File: src/sv/ptrc_pkg.sv
// ----------------------------------------------------------------------------
// ptrc_pkg
// Shared types, constants and the microprogram of the tone and ring
// cadence generator.
// ----------------------------------------------------------------------------
`default_nettype none

package ptrc_pkg;

    // number of lines served, 1 to 4
    localparam int LINES = 2;
    localparam int IDX_W = (LINES > 1) ? $clog2(LINES) : 1;

    // field widths
    localparam int KIND_W = 2;
    localparam int LINE_W = 2;
    localparam int TONE_W = 2;
    localparam int PINS_W = 2;
    localparam int CNT_W  = 16;
    localparam int TGL_W  = 5;
    localparam int GATE_W = 6;

    // item kinds
    localparam logic [KIND_W-1:0] KIND_TICK     = 2'd0;
    localparam logic [KIND_W-1:0] KIND_SET_TONE = 2'd1;
    localparam logic [KIND_W-1:0] KIND_SET_RING = 2'd2;

    // tone codes
    localparam logic [TONE_W-1:0] TN_NONE  = 2'd0;
    localparam logic [TONE_W-1:0] TN_DIAL  = 2'd1;
    localparam logic [TONE_W-1:0] TN_RBACK = 2'd2;
    localparam logic [TONE_W-1:0] TN_BUSY  = 2'd3;

    // cadence limits in ticks
    localparam logic [CNT_W-1:0]  CAD_ON_END   = 16'd1000;
    localparam logic [CNT_W-1:0]  CAD_OFF_END  = 16'd3000;
    localparam logic [CNT_W-1:0]  CAD_BUSY_ON  = 16'd500;
    localparam logic [TGL_W-1:0]  TOGGLE_TICKS = 5'd25;
    localparam logic [GATE_W-1:0] GATE_RELOAD  = 6'd62;

    // microprogram addresses
    typedef logic [2:0] t_pc;
    localparam t_pc PC_IDLE = 3'd0;
    localparam t_pc PC_TONE = 3'd1;
    localparam t_pc PC_RING = 3'd2;
    localparam t_pc PC_EMIT = 3'd3;
    localparam t_pc PC_CMD  = 3'd4;

    // datapath operation of one step
    typedef enum logic [2:0] {
        OP_WAIT,
        OP_TONE,
        OP_RING,
        OP_CMD,
        OP_EMIT
    } t_op;

    // sequencing condition of one step
    typedef enum logic [2:0] {
        COND_NEXT,
        COND_JUMP,
        COND_MORE,
        COND_DISPATCH,
        COND_OUT_FREE
    } t_cond;

    // one control word
    typedef struct packed {
        t_op   op;
        t_cond cond;
        t_pc   target;
        logic  step_line;
    } t_ctrl;

    // sequencer to datapath
    typedef struct packed {
        t_op  op;
        logic step_line;
        logic in_ready;
    } t_seq_ctrl;

    // datapath to sequencer
    typedef struct packed {
        logic              in_fire;
        logic [KIND_W-1:0] kind;
        logic              more;
        logic              out_free;
    } t_seq_status;

    // microprogram rom
    function automatic t_ctrl rom_word(input t_pc pc);
        t_ctrl w;
        w = '{op: OP_WAIT, cond: COND_DISPATCH, target: PC_IDLE, step_line: 1'b0};
        unique case (pc)
            PC_IDLE: w = '{op: OP_WAIT, cond: COND_DISPATCH, target: PC_IDLE,
                           step_line: 1'b0};
            PC_TONE: w = '{op: OP_TONE, cond: COND_NEXT, target: PC_RING,
                           step_line: 1'b0};
            PC_RING: w = '{op: OP_RING, cond: COND_MORE, target: PC_TONE,
                           step_line: 1'b1};
            PC_EMIT: w = '{op: OP_EMIT, cond: COND_OUT_FREE, target: PC_IDLE,
                           step_line: 1'b0};
            PC_CMD:  w = '{op: OP_CMD, cond: COND_JUMP, target: PC_EMIT,
                           step_line: 1'b0};
            default: w = '{op: OP_WAIT, cond: COND_JUMP, target: PC_IDLE,
                           step_line: 1'b0};
        endcase
        return w;
    endfunction

endpackage

`default_nettype wire

File: src/sv/ptrc_if.sv
// ----------------------------------------------------------------------------
// ptrc_if
// Valid/ready channels for command transactions and pin level results.
// ----------------------------------------------------------------------------
`default_nettype none

interface ptrc_in_if;
    logic                        valid;
    logic                        ready;
    logic [ptrc_pkg::KIND_W-1:0] kind;
    logic [ptrc_pkg::LINE_W-1:0] line;
    logic [ptrc_pkg::TONE_W-1:0] tone;
    logic                        ring_enable;

    modport source (output valid, kind, line, tone, ring_enable, input ready);
    modport sink   (input valid, kind, line, tone, ring_enable, output ready);
endinterface

interface ptrc_out_if;
    logic                        valid;
    logic                        ready;
    logic [ptrc_pkg::PINS_W-1:0] tone_pins;
    logic [ptrc_pkg::PINS_W-1:0] fr_pins;
    logic [ptrc_pkg::PINS_W-1:0] ring_mode_pins;

    modport source (output valid, tone_pins, fr_pins, ring_mode_pins, input ready);
    modport sink   (input valid, tone_pins, fr_pins, ring_mode_pins, output ready);
endinterface

`default_nettype wire

File: src/sv/ptrc_seq.sv
// ----------------------------------------------------------------------------
// ptrc_seq
// Step counter and microprogram rom; issues one control word per cycle.
// ----------------------------------------------------------------------------
`default_nettype none

module ptrc_seq (
    input  wire                   i_clk,
    input  wire                   i_rst_n,
    input  ptrc_pkg::t_seq_status i_status,
    output ptrc_pkg::t_seq_ctrl   o_ctrl
);

    ptrc_pkg::t_pc   r_pc;
    ptrc_pkg::t_pc   n_pc;
    ptrc_pkg::t_pc   pc_inc;
    ptrc_pkg::t_ctrl word;

    assign word   = ptrc_pkg::rom_word(r_pc);
    assign pc_inc = ptrc_pkg::t_pc'(r_pc + 3'd1);

    // next step selection
    always_comb begin
        n_pc = r_pc;
        unique case (word.cond)
            ptrc_pkg::COND_NEXT: n_pc = pc_inc;
            ptrc_pkg::COND_JUMP: n_pc = word.target;
            ptrc_pkg::COND_MORE: n_pc = i_status.more ? word.target : pc_inc;
            ptrc_pkg::COND_DISPATCH: begin
                if (i_status.in_fire) begin
                    priority case (i_status.kind)
                        ptrc_pkg::KIND_TICK:     n_pc = ptrc_pkg::PC_TONE;
                        ptrc_pkg::KIND_SET_TONE: n_pc = ptrc_pkg::PC_CMD;
                        ptrc_pkg::KIND_SET_RING: n_pc = ptrc_pkg::PC_CMD;
                        default:                 n_pc = ptrc_pkg::PC_EMIT;
                    endcase
                end
            end
            ptrc_pkg::COND_OUT_FREE: n_pc = i_status.out_free ? word.target : r_pc;
            default: n_pc = ptrc_pkg::PC_IDLE;
        endcase
    end

    // step counter
    always_ff @(posedge i_clk) begin
        if (!i_rst_n) begin
            r_pc <= ptrc_pkg::PC_IDLE;
        end else begin
            r_pc <= n_pc;
        end
    end

    // control outputs
    always_comb begin
        o_ctrl.op        = word.op;
        o_ctrl.step_line = word.step_line;
        o_ctrl.in_ready  = (word.cond == ptrc_pkg::COND_DISPATCH);
    end

endmodule

`default_nettype wire

File: src/sv/phone_tone_ring_cadence.sv
// ----------------------------------------------------------------------------
// phone_tone_ring_cadence
// Per-line tone and ring cadence generator driven by a microcoded sequencer.
// ----------------------------------------------------------------------------
// flow: a tick is taken in the idle step, then each line takes a tone step
//   and a ring step through the one shared counter/compare datapath; a command
//   takes the command step, an unknown kind none; all then pass the emit step,
//   which waits while the output is held. No new transaction is taken before
//   the emit step has registered the result.
// reset: synchronous active low, all lines off, gate counter at 62
`default_nettype none

module phone_tone_ring_cadence (
    input  wire        i_clk,
    input  wire        i_rst_n,
    ptrc_in_if.sink    i_in,
    ptrc_out_if.source o_out
);

    localparam int L = ptrc_pkg::LINES;

    ptrc_pkg::t_seq_ctrl   ctrl;
    ptrc_pkg::t_seq_status status;

    // per-line state
    logic [ptrc_pkg::TONE_W-1:0] r_tone_kind [L];
    logic                        r_ringing   [L];
    logic [ptrc_pkg::CNT_W-1:0]  r_cnt       [L];
    logic [ptrc_pkg::TGL_W-1:0]  r_tgl       [L];
    logic                        r_pol       [L];
    logic [L-1:0]                r_tone_pin;
    logic [L-1:0]                r_fr_pin;
    logic [L-1:0]                r_ring_pin;
    logic [ptrc_pkg::GATE_W-1:0] r_gate;

    // latched transaction
    logic [ptrc_pkg::IDX_W-1:0]  r_idx;
    logic [ptrc_pkg::KIND_W-1:0] r_kind;
    logic [ptrc_pkg::TONE_W-1:0] r_tone;
    logic                        r_en;
    logic                        r_cmd_ok;

    // result register
    logic                        r_out_valid;
    logic [ptrc_pkg::PINS_W-1:0] r_out_tone;
    logic [ptrc_pkg::PINS_W-1:0] r_out_fr;
    logic [ptrc_pkg::PINS_W-1:0] r_out_ring;

    // next values of the addressed line
    logic [ptrc_pkg::TONE_W-1:0] n_tone_kind;
    logic                        n_ringing;
    logic [ptrc_pkg::CNT_W-1:0]  n_cnt;
    logic [ptrc_pkg::TGL_W-1:0]  n_tgl;
    logic                        n_pol;
    logic                        n_tone_pin;
    logic                        n_fr_pin;
    logic                        n_ring_pin;
    logic [ptrc_pkg::GATE_W-1:0] n_gate;
    logic                        line_we;

    logic [ptrc_pkg::CNT_W-1:0]  cnt_inc;
    logic [ptrc_pkg::TGL_W-1:0]  tgl_inc;
    logic [ptrc_pkg::GATE_W-1:0] gate_dec;
    logic                        in_fire;
    logic                        out_free;
    logic                        more;
    logic [3:0]                  tone_all;
    logic [3:0]                  fr_all;
    logic [3:0]                  ring_all;

    ptrc_seq u_seq (
        .i_clk    (i_clk),
        .i_rst_n  (i_rst_n),
        .i_status (status),
        .o_ctrl   (ctrl)
    );

    // handshake and sequencer status
    assign i_in.ready = ctrl.in_ready;
    assign in_fire    = ctrl.in_ready && i_in.valid;
    assign out_free   = !r_out_valid || o_out.ready;
    assign more       = ({1'b0, r_idx} != (ptrc_pkg::IDX_W + 1)'(L - 1));

    always_comb begin
        status.in_fire  = in_fire;
        status.kind     = i_in.kind;
        status.more     = more;
        status.out_free = out_free;
    end

    // shared counter/compare datapath
    assign cnt_inc  = ptrc_pkg::CNT_W'(r_cnt[r_idx] + 16'd1);
    assign tgl_inc  = ptrc_pkg::TGL_W'(r_tgl[r_idx] + 5'd1);
    assign gate_dec = ptrc_pkg::GATE_W'(r_gate - 6'd1);

    always_comb begin
        n_tone_kind = r_tone_kind[r_idx];
        n_ringing   = r_ringing[r_idx];
        n_cnt       = r_cnt[r_idx];
        n_tgl       = r_tgl[r_idx];
        n_pol       = r_pol[r_idx];
        n_tone_pin  = r_tone_pin[r_idx];
        n_fr_pin    = r_fr_pin[r_idx];
        n_ring_pin  = r_ring_pin[r_idx];
        n_gate      = r_gate;
        line_we     = 1'b0;
        unique case (ctrl.op)
            ptrc_pkg::OP_TONE: begin
                line_we = 1'b1;
                if (r_tone_kind[r_idx] != ptrc_pkg::TN_NONE) begin
                    n_cnt = cnt_inc;
                    priority if (r_tone_kind[r_idx] == ptrc_pkg::TN_DIAL) begin
                        n_tone_pin = 1'b1;
                    end else if (r_tone_kind[r_idx] == ptrc_pkg::TN_RBACK) begin
                        if (cnt_inc < ptrc_pkg::CAD_ON_END) begin
                            n_tone_pin = r_gate[ptrc_pkg::GATE_W-1];
                            n_gate     = (gate_dec == '0) ? ptrc_pkg::GATE_RELOAD
                                                          : gate_dec;
                        end else if (cnt_inc < ptrc_pkg::CAD_OFF_END) begin
                            n_tone_pin = 1'b0;
                        end else begin
                            n_cnt = '0;
                        end
                    end else begin
                        if (cnt_inc < ptrc_pkg::CAD_BUSY_ON) begin
                            n_tone_pin = 1'b1;
                        end else if (cnt_inc < ptrc_pkg::CAD_ON_END) begin
                            n_tone_pin = 1'b0;
                        end else begin
                            n_cnt = '0;
                        end
                    end
                end
            end
            ptrc_pkg::OP_RING: begin
                line_we = 1'b1;
                if (r_ringing[r_idx]) begin
                    n_cnt = cnt_inc;
                    if (cnt_inc < ptrc_pkg::CAD_ON_END) begin
                        n_tgl = tgl_inc;
                        if (tgl_inc >= ptrc_pkg::TOGGLE_TICKS) begin
                            n_tgl    = '0;
                            n_pol    = !r_pol[r_idx];
                            n_fr_pin = !r_pol[r_idx];
                        end
                    end else if (cnt_inc < ptrc_pkg::CAD_OFF_END) begin
                        n_fr_pin = 1'b0;
                    end else begin
                        n_cnt = '0;
                    end
                end
            end
            ptrc_pkg::OP_CMD: begin
                line_we = r_cmd_ok;
                if (r_kind == ptrc_pkg::KIND_SET_TONE) begin
                    if (r_tone_kind[r_idx] != r_tone) begin
                        n_tone_kind = r_tone;
                        n_cnt       = '0;
                        if (r_tone == ptrc_pkg::TN_NONE) begin
                            n_tone_pin = 1'b0;
                        end
                    end
                end else if (r_kind == ptrc_pkg::KIND_SET_RING) begin
                    if (r_ringing[r_idx] != r_en) begin
                        n_ringing  = r_en;
                        n_cnt      = '0;
                        n_tgl      = '0;
                        n_pol      = 1'b0;
                        n_ring_pin = r_en;
                        if (!r_en) begin
                            n_fr_pin = 1'b0;
                        end
                    end
                end
            end
            default: line_we = 1'b0;
        endcase
    end

    // per-line state and shared gate counter
    always_ff @(posedge i_clk) begin
        if (!i_rst_n) begin
            for (int i = 0; i < L; i++) begin
                r_tone_kind[i] <= ptrc_pkg::TN_NONE;
                r_ringing[i]   <= 1'b0;
                r_cnt[i]       <= '0;
                r_tgl[i]       <= '0;
                r_pol[i]       <= 1'b0;
            end
            r_tone_pin <= '0;
            r_fr_pin   <= '0;
            r_ring_pin <= '0;
            r_gate     <= ptrc_pkg::GATE_RELOAD;
        end else begin
            if (line_we) begin
                r_tone_kind[r_idx] <= n_tone_kind;
                r_ringing[r_idx]   <= n_ringing;
                r_cnt[r_idx]       <= n_cnt;
                r_tgl[r_idx]       <= n_tgl;
                r_pol[r_idx]       <= n_pol;
                r_tone_pin[r_idx]  <= n_tone_pin;
                r_fr_pin[r_idx]    <= n_fr_pin;
                r_ring_pin[r_idx]  <= n_ring_pin;
            end
            r_gate <= n_gate;
        end
    end

    // transaction latch and line index
    always_ff @(posedge i_clk) begin
        if (!i_rst_n) begin
            r_idx    <= '0;
            r_kind   <= ptrc_pkg::KIND_TICK;
            r_cmd_ok <= 1'b0;
        end else if (in_fire) begin
            r_kind   <= i_in.kind;
            r_cmd_ok <= ({1'b0, i_in.line} < (ptrc_pkg::LINE_W + 1)'(L));
            if (i_in.kind == ptrc_pkg::KIND_TICK) begin
                r_idx <= '0;
            end else begin
                r_idx <= ptrc_pkg::IDX_W'(i_in.line);
            end
        end else if (ctrl.step_line && more) begin
            r_idx <= ptrc_pkg::IDX_W'(r_idx + 1'b1);
        end
    end

    always_ff @(posedge i_clk) begin
        if (in_fire) begin
            r_tone <= i_in.tone;
            r_en   <= i_in.ring_enable;
        end
    end

    // pin vectors widened to four lines, two reported
    assign tone_all = 4'(r_tone_pin);
    assign fr_all   = 4'(r_fr_pin);
    assign ring_all = 4'(r_ring_pin);

    // result register
    always_ff @(posedge i_clk) begin
        if (!i_rst_n) begin
            r_out_valid <= 1'b0;
        end else if (ctrl.op == ptrc_pkg::OP_EMIT && out_free) begin
            r_out_valid <= 1'b1;
        end else if (o_out.ready) begin
            r_out_valid <= 1'b0;
        end
    end

    always_ff @(posedge i_clk) begin
        if (ctrl.op == ptrc_pkg::OP_EMIT && out_free) begin
            r_out_tone <= tone_all[ptrc_pkg::PINS_W-1:0];
            r_out_fr   <= fr_all[ptrc_pkg::PINS_W-1:0];
            r_out_ring <= ring_all[ptrc_pkg::PINS_W-1:0];
        end
    end

    assign o_out.valid          = r_out_valid;
    assign o_out.tone_pins      = r_out_tone;
    assign o_out.fr_pins        = r_out_fr;
    assign o_out.ring_mode_pins = r_out_ring;

endmodule

`default_nettype wire
File: src/flat_wrapper.sv
// flat-port wrapper written by rule: the top's interface ports become plain ports
module phone_tone_ring_cadence_flat 
  (i_clk, i_rst_n, i_in_valid, i_in_kind, i_in_line, i_in_tone, i_in_ring_enable, i_in_ready, o_out_valid, o_out_tone_pins, o_out_fr_pins, o_out_ring_mode_pins, o_out_ready);
  ptrc_in_if i_in_i ();
  ptrc_out_if o_out_i ();
  input  wire i_clk;
  input  wire i_rst_n;
  input wire logic [$bits(i_in_i.valid)-1:0] i_in_valid;
  input wire logic [$bits(i_in_i.kind)-1:0] i_in_kind;
  input wire logic [$bits(i_in_i.line)-1:0] i_in_line;
  input wire logic [$bits(i_in_i.tone)-1:0] i_in_tone;
  input wire logic [$bits(i_in_i.ring_enable)-1:0] i_in_ring_enable;
  output wire logic [$bits(i_in_i.ready)-1:0] i_in_ready;
  output wire logic [$bits(o_out_i.valid)-1:0] o_out_valid;
  output wire logic [$bits(o_out_i.tone_pins)-1:0] o_out_tone_pins;
  output wire logic [$bits(o_out_i.fr_pins)-1:0] o_out_fr_pins;
  output wire logic [$bits(o_out_i.ring_mode_pins)-1:0] o_out_ring_mode_pins;
  input wire logic [$bits(o_out_i.ready)-1:0] o_out_ready;
  assign i_in_i.valid = i_in_valid;
  assign i_in_i.kind = i_in_kind;
  assign i_in_i.line = i_in_line;
  assign i_in_i.tone = i_in_tone;
  assign i_in_i.ring_enable = i_in_ring_enable;
  assign i_in_ready = i_in_i.ready;
  assign o_out_valid = o_out_i.valid;
  assign o_out_tone_pins = o_out_i.tone_pins;
  assign o_out_fr_pins = o_out_i.fr_pins;
  assign o_out_ring_mode_pins = o_out_i.ring_mode_pins;
  assign o_out_i.ready = o_out_ready;
  phone_tone_ring_cadence u_core (.i_clk(i_clk), .i_rst_n(i_rst_n), .i_in(i_in_i), .o_out(o_out_i));
endmodule
File: config.mk
export PLATFORM = sky130hd
export DESIGN_NAME = phone_tone_ring_cadence_flat
export DESIGN_NICKNAME = d
export VERILOG_FILES = /design/src/sv/ptrc_pkg.sv /design/src/sv/ptrc_if.sv /design/src/sv/ptrc_seq.sv /design/src/sv/phone_tone_ring_cadence.sv /design/src/flat_wrapper.sv
export SDC_FILE = /design/constraint.sdc
export NUM_CORES = 1
export LEC_CHECK = 0
export ABC_AREA = 1
export BUFFER_PORTS_ARGS = -buffer_cell sky130_fd_sc_hd__buf_4
export CAP_MARGIN = 20
export CELL_PAD_IN_SITES_DETAIL_PLACEMENT = 0
export CELL_PAD_IN_SITES_GLOBAL_PLACEMENT = 1
export CORE_MARGIN = 2
export CORE_UTILIZATION = 40
export CTS_BUF_LIST = sky130_fd_sc_hd__clkbuf_4 sky130_fd_sc_hd__clkbuf_8 sky130_fd_sc_hd__clkbuf_16
export CTS_CLUSTER_SIZE = 16
export DETAILED_ROUTE_END_ITERATION = 8
export GPL_ROUTABILITY_DRIVEN = 0
export PLACE_DENSITY = 0.79
export SYNTH_ARGS = -nofsm -noshare
export SYNTH_HDL_FRONTEND = slang
export SYNTH_SLANG_ARGS = --single-unit
File: constraint.sdc
create_clock -name i_clk -period 4.3 [get_ports i_clk]
set_clock_uncertainty 0.15 [all_clocks]
set_input_delay 0.86 -clock i_clk [delete_from_list [all_inputs] [get_ports i_clk]]
set_output_delay 0.86 -clock i_clk [all_outputs]
set_load 0.05 [all_outputs]
# After elaboration in Yosys (flattened, before gate mapping)
# Memories as Yosys holds them, arrays and structs flattened. A register that Yosys moved wholly into a read port is not among the register bits.
# Cells that the tools add are included.
dict set report totals {
  regBits 29
  mem_bits_rw 50
  output_inout_bits 8
  wordCells 190
  mem_count 5
}
dict set report op_classes {
  add_sub_neg 5
  order_cmp 7
  n_eq_ne 22
  muxes 111
  bitwise 2
  reduce_logical 24
}
# memory words width read_ports rd_clocked_by_memory_dff wr line
set memory_table {}
lappend memory_table {u_core.r_cnt 2 16 1 1 2 phone_tone_ring_cadence.sv:28} ;# logic [ptrc_pkg::CNT_W-1:0] r_cnt [L];
lappend memory_table {u_core.r_tgl 2 5 1 1 2 phone_tone_ring_cadence.sv:29} ;# logic [ptrc_pkg::TGL_W-1:0] r_tgl [L];
lappend memory_table {u_core.r_tone_kind 2 2 1 1 2 phone_tone_ring_cadence.sv:26} ;# logic [ptrc_pkg::TONE_W-1:0] r_tone_kind [L];
lappend memory_table {u_core.r_pol 2 1 1 1 2 phone_tone_ring_cadence.sv:30} ;# logic r_pol [L];
lappend memory_table {u_core.r_ringing 2 1 1 1 2 phone_tone_ring_cadence.sv:27} ;# logic r_ringing [L];
# op count
set ops {}
lappend ops {{16-bit 2-to-1 mux} 13}
lappend ops {{1-bit 2-to-1 mux} 70}
lappend ops {{10-bit case mux with 5 select lines} 1}
lappend ops {{16-bit case mux with 3 select lines} 1}
lappend ops {{5-bit 2-to-1 mux} 7}
lappend ops {{3-bit by 2-bit == test with 1-bit output (second input constant)} 6}
lappend ops {{16-bit by 1-bit adder with 16-bit output (second input constant)} 1}
lappend ops {{16-bit by 10-bit less-than comparator with 1-bit output (second input constant)} 1}
lappend ops {{16-bit by 12-bit less-than comparator with 1-bit output (second input constant)} 1}
lappend ops {{16-bit by 9-bit less-than comparator with 1-bit output (second input constant)} 1}
lappend ops {{16-bit OR reduction} 1}
lappend ops {{3-bit case mux with 5 select lines} 1}
lappend ops {{5-bit case mux with 2 select lines} 1}
lappend ops {{3-bit by 1-bit == test with 1-bit output (second input constant)} 3}
lappend ops {{3-bit == test (second input constant)} 3}
lappend ops {{3-bit 2-to-1 mux} 3}
lappend ops {{2-bit 2-to-1 mux} 4}
lappend ops {{1-bit case mux with 2 select lines} 4}
lappend ops {{2-bit bitwise mux} 3}
lappend ops {{2-bit by 1-bit == test with 1-bit output (second input constant)} 3}
lappend ops {{2-bit == test (second input constant)} 3}
lappend ops {{3-bit logical NOT} 2}
lappend ops {{6-bit logical NOT} 1}
lappend ops {{6-bit 2-to-1 mux} 1}
lappend ops {{24 further kinds} 36}

# Depth between registers and ports, before layout
dict set report depth {
  depth_word 10
  ltp_mapped 22
  mapped_depth_nobuf 21
}

# Modules after synthesis
# From an unflattened synthesis, not the netlist that was laid out.
dict set report hier_totals {
  cells_unflattened 812
  hier_area_um2 5615.4
}
# mod instances cells_each area_each_um2 seq_area_each_um2
set modules_own_cells {}
lappend modules_own_cells {phone_tone_ring_cadence 1 746 5172.5 2092.0}
lappend modules_own_cells {ptrc_seq 1 66 442.9 60.1}

# Least setup slack after synthesis
# No wires, ideal clock.
dict set report synth_timing {
  path_kind {reg-to-reg}
  startpoint {register u_core.u_seq.r_pc[0]}
  endpoint {register u_core.r_ring_pin[1]}
  arrival_time_ns 2.724
  required_time_ns 4.026
  path_slack_ns 1.302
  path_stages_with_launch 17
  path_buffers 0
  cell_sequence {dfxtp_1 inv_1 ha_1 inv_1 nor2_1 inv_1 nand3_1 o21ai_1 nand2_1 nor2_2 nand2_1 nand2_1 nand3_1 nand2_1 inv_1 nand2_1 o21ai_0}
}
dict set report synth_between {
  elab_chain_len 5
}
# element line
set synth_lines {}
lappend synth_lines {{from (decl)} ptrc_seq.sv:14} ;# ptrc_pkg::t_pc r_pc;
lappend synth_lines {{from (signal assigned)} ptrc_seq.sv:47} ;# r_pc <= ptrc_pkg::PC_IDLE;
lappend synth_lines {{from (signal assigned)} ptrc_seq.sv:49} ;# r_pc <= n_pc;
lappend synth_lines {{3-bit == test, or another cell as far along} ptrc_pkg.sv:94} ;# unique case (pc)
lappend synth_lines {{10-bit case mux with 5 select lines *} ptrc_pkg.sv:94}
lappend synth_lines {{3-bit by 1-bit == test with 1-bit output or 3-bit by 2-bit == test with 1-bit output (tied branches)} phone_tone_ring_cadence.sv:107} ;# unique case (ctrl.op)
lappend synth_lines {{2-bit OR reduction (no source line) or 1-bit 2-to-1 mux (tied branches)} n/a}
lappend synth_lines {{1-bit case mux with 2 select lines or 2-bit bitwise mux (tied branches)} {phone_tone_ring_cadence.sv:107, phone_tone_ring_cadence.sv:203}}
lappend synth_lines {{to (signal, indexed assignment)} phone_tone_ring_cadence.sv:203} ;# r_ring_pin[r_idx] <= n_ring_pin;
lappend synth_lines {{to (decl)} phone_tone_ring_cadence.sv:33} ;# logic [L-1:0] r_ring_pin;
# Every way passes the cells marked *; elsewhere a longest branch is shown, timed or not.
# A chain may end at the register's enable or synchronous reset.

==> metrics.txt <==
worst min path class=flip-flop to flip-flop; Reg power frac=a little over a quarter; Worst-Skew Late Latency=360 ps; Layout fillers=approximately 1400; CP peak stage delay=410 ps; Pre-Repair DR Iteration Count=7; reg-to-reg slack, setup=~840 ps; RSZ-0062 raised after global routing=false; CORE AREA=13200 um2; DP Wirelength=around 11000 um; clk root buf=clkbuf_16; xor-xnor portion of the synthesized cell area=under 10%; port bufs=18; post-CTS setup buffers=0; outcome=complete, no violations; Final min period=3460 ps; critical path class=flip-flop to flip-flop; Area Growth Syn to Fin=11.6%; wire per inst=14.5 um; actual slew at the worst max-slew pin=684 ps; crit end category=flip-flop; drt drc=0; Net Sw Frac=50.0%; simple-gate share of the synthesized area=33.8%; Pleak=2.73 nW; Mapped Nets=807; H-tree levels=3; fin util=45.7%; Initial DRC Count=around 340; cts bufs inserted=9; vias=5102; Main synth FF type=edfxtp_1; critical path peak fanout=10; Avg Cell Area, Syn=6.92 um2; WHS=305 ps; critical path, cell by cell=inv_1 > ha_1 > inv_1 > nor2_1 > inv_1 > nand3_1 > o21ai_1 > nand2_1 > nor2_2 > inv_2 > nand2_1 > nand3_2 > o21bai_2 > nand2_1 > a21oi_1; register bit count reported by yosys=80; post-synthesis mux area share=0.369%; Routed Antenna Nets=0; Worst path top cell family by delay=simple AND/OR/NAND/NOR gates; design area=6050 um2; layout cell share with drive strength beyond 1=about a tenth; worst hold start=u_core.r_pol[0]$_DFF_P_; hold_buf cts=0; Ys Warns=0; DIE AREA=14500 um2; Net Sw Power=2.00 mW; Final Hold Fails=0; Clk network pwr share=between 10% and 20%; post-cts resize count=0; worst path required time=4240 ps; GRT Residual Overflow=0; EDFF count, synth=55; Async S/R FF share, synth=0%; Worst Hold Depth=2; reg2reg path depth=15; WP buf/inv=4; startpoint types=flip-flop; vias in the first global route=4887; cell count after synthesis=783; Total Routed Length=roughly 14000 um; Slew Limit Fails=0; part of the power in combinational logic=roughly 55%; register area share after synthesis=slightly below 40%; Worst EP arrival=3400 ps; ant diodes=0; largest net degree at the start of global routing=41; Final period util=slightly above 80%; Max Cap Viol=0; # rows=42; Post-DP Area=5770 um2; Cell Int Power=2.00 mW; Initial Utilization=40.9%; main combinational cell family by area after synthesis=simple AND/OR/NAND/NOR gates; Adder-Cell Fraction of Synth Area=3.00%; Fmax achieved=0.289 GHz; Final #Nets=830; Max Buffers Root-to-Sink=2; clock sinks=80; Netlist Area Pre-Place=5420 um2; pwr/cell area=661 nW/um2; highest-delay cell along the critical path=dfxtp_1; DIE WIDTH=120 um; first-pass GRT wire length=23800 um; RR Endpoint=u_core.r_cnt[1][8]$_SDFFCE_PN0P_; Max VDD drop=~330 uV; Final setup viols=0; Rel. slew slack=54.2%; initial antenna violation count=0; Vias/cell=5.17; Clk pin slew, worst setup/hold paths=about 60 ps; Synth cell types=38; setup_tns=0 ps; CTS tree=built; All-Layer GR Usage=approximately a fifth; Compound-Gate Fraction of Synth Area=12.9%; final worst slack=around 840 ps; Place WS=816 ps; Hold Path End=u_core.r_pol[0]$_DFF_P_; worst flop-to-flop path startpoint=u_core.u_seq.r_pc[0]$_SDFFE_PN0P_; number of top-level pins=19; die span in y=approximately 120 um
placed cells by master, fill, tap and decap left out, types with 8 or more instances in the layout:
cell / count
buf_4: 24
inv_1: 104
dfxtp_1: 25
o211ai_1: 8
nand2_1: 279
o22ai_1: 8
o21ai_0: 34
a21oi_1: 42
nand3_1: 49
nor2_1: 65
ha_1: 13
nand4_1: 11
clkbuf_16: 9
o21ai_1: 13
edfxtp_1: 55
through the flow:
stage	cells	total power, mW
floorplan	783	2.69
global placement	971	3.24
detailed placement	971	3.26
CTS	987	4.02
global route	987	4.35
finish	987	4.00
registers in the layout (all words and copies together), names as in the netlist, named ones only:
register / cells
u_core.r_tone_pin: 2
u_core.r_fr_pin: 2
u_core.r_pol: 2
u_core.r_tone_kind: 4
u_core.o_out.ring_mode_pins: 2
u_core.r_gate: 6
u_core.o_out.fr_pins: 2
u_core.r_tgl: 10
u_core.o_out.tone_pins: 2
u_core.r_kind: 2
u_core.r_ring_pin: 2
u_core.r_ringing: 2
u_core.o_out.valid: 1
u_core.r_cnt: 32
u_core.r_en: 1
u_core.r_idx: 1
u_core.r_cmd_ok: 1
u_core.u_seq.r_pc: 3
u_core.r_tone: 2
power by group through the flow:
stage | registers (mW) | logic, mW | clock network, mW
after floorplan | 1.07 | 1.62 | 0
after global placement | 1.08 | 2.16 | 0
after detailed placement | 1.09 | 2.18 | 0
after CTS | 1.07 | 2.19 | 0.759
after global routing | 1.09 | 2.48 | 0.780
final | 1.07 | 2.19 | 0.739
worst max path at each step:
stage                                                 start                           endpoint  slack [ps]  cells past startpoint
final                     u_core.u_seq.r_pc[0]$_SDFFE_PN0P_   u_core.r_cnt[1][8]$_SDFFCE_PN0P_         840                     15
after global routing      u_core.u_seq.r_pc[0]$_SDFFE_PN0P_  u_core.r_ring_pin[1]$_SDFFE_PN0P_         360                     17
after CTS                 u_core.u_seq.r_pc[0]$_SDFFE_PN0P_  u_core.r_ring_pin[1]$_SDFFE_PN0P_         800                     17
after detailed placement  u_core.u_seq.r_pc[0]$_SDFFE_PN0P_  u_core.r_ring_pin[1]$_SDFFE_PN0P_         820                     17
after global placement    u_core.u_seq.r_pc[0]$_SDFFE_PN0P_   u_core.r_cnt[1][1]$_SDFFCE_PN0P_         890                     15
after floorplan           u_core.u_seq.r_pc[0]$_SDFFE_PN0P_  u_core.r_ring_pin[1]$_SDFFE_PN0P_        1300                     16
worst register-to-register path, delay by kind of cell (launching register included):
kind	cells	cell delay, ps
flip-flops	1	410
AND/OR/NAND/NOR	7	1350
buffers and inverters	4	370
AO/OA/AOI/OAI	3	730
adder cells (fa/ha/maj)	1	200
cells in the mapped netlist, types with 6 or more instances:
library cell / instances / share of area [%]
inv_1: 104 / 7.2
dfxtp_1: 25 / 9.2
o21ai_0: 34 / 3.1
edfxtp_1: 55 / 30
o21ai_1: 13 / 1.2
nand2_2: 6 / 0.69
o211ai_1: 8 / 1.1
inv_2: 7 / 0.48
xor2_1: 6 / 0.97
nand4_1: 11 / 1.3
or2_2: 7 / 0.81
nor2_1: 65 / 4.5
clkbuf_1: 6 / 0.42
a21oi_1: 42 / 3.9
nand2_1: 279 / 19
o22ai_1: 8 / 0.92
nand3_1: 49 / 4.5
ha_1: 13 / 3.0
area by class of cell:
class / instances / area, um2 / area share (%)
Multi-Input combinational cell: 579 / 2780 / 46.0
Sequential cell: 80 / 2150 / 35.6
Inverter: 111 / 417 / 6.89
Clock buffer: 9 / 225 / 3.72
Tap cell: 176 / 220 / 3.64
Timing Repair Buffer: 25 / 200 / 3.31
Clock inverter: 7 / 52.6 / 0.869
cell families (layout without fill, tap and decap cells):
logic type	Yosys count	count (layout)
mux	2	2
simple gates	434	434
buf+inv	124	152
compound gates	122	122
flops	80	80
xor+xnor	8	8
fa+ha+maj	13	13
metal layers:
layer	vias up	global-route usage (%)	part of all wire (%)
li1	2597	-	-
met1	2372	27.5	47
met2	113	34.2	47
met3	20	4.67	4.3
met4	0	6.76	1.7
met5	-	0	0
No activity file was read; power rests on OpenSTA's default activity.
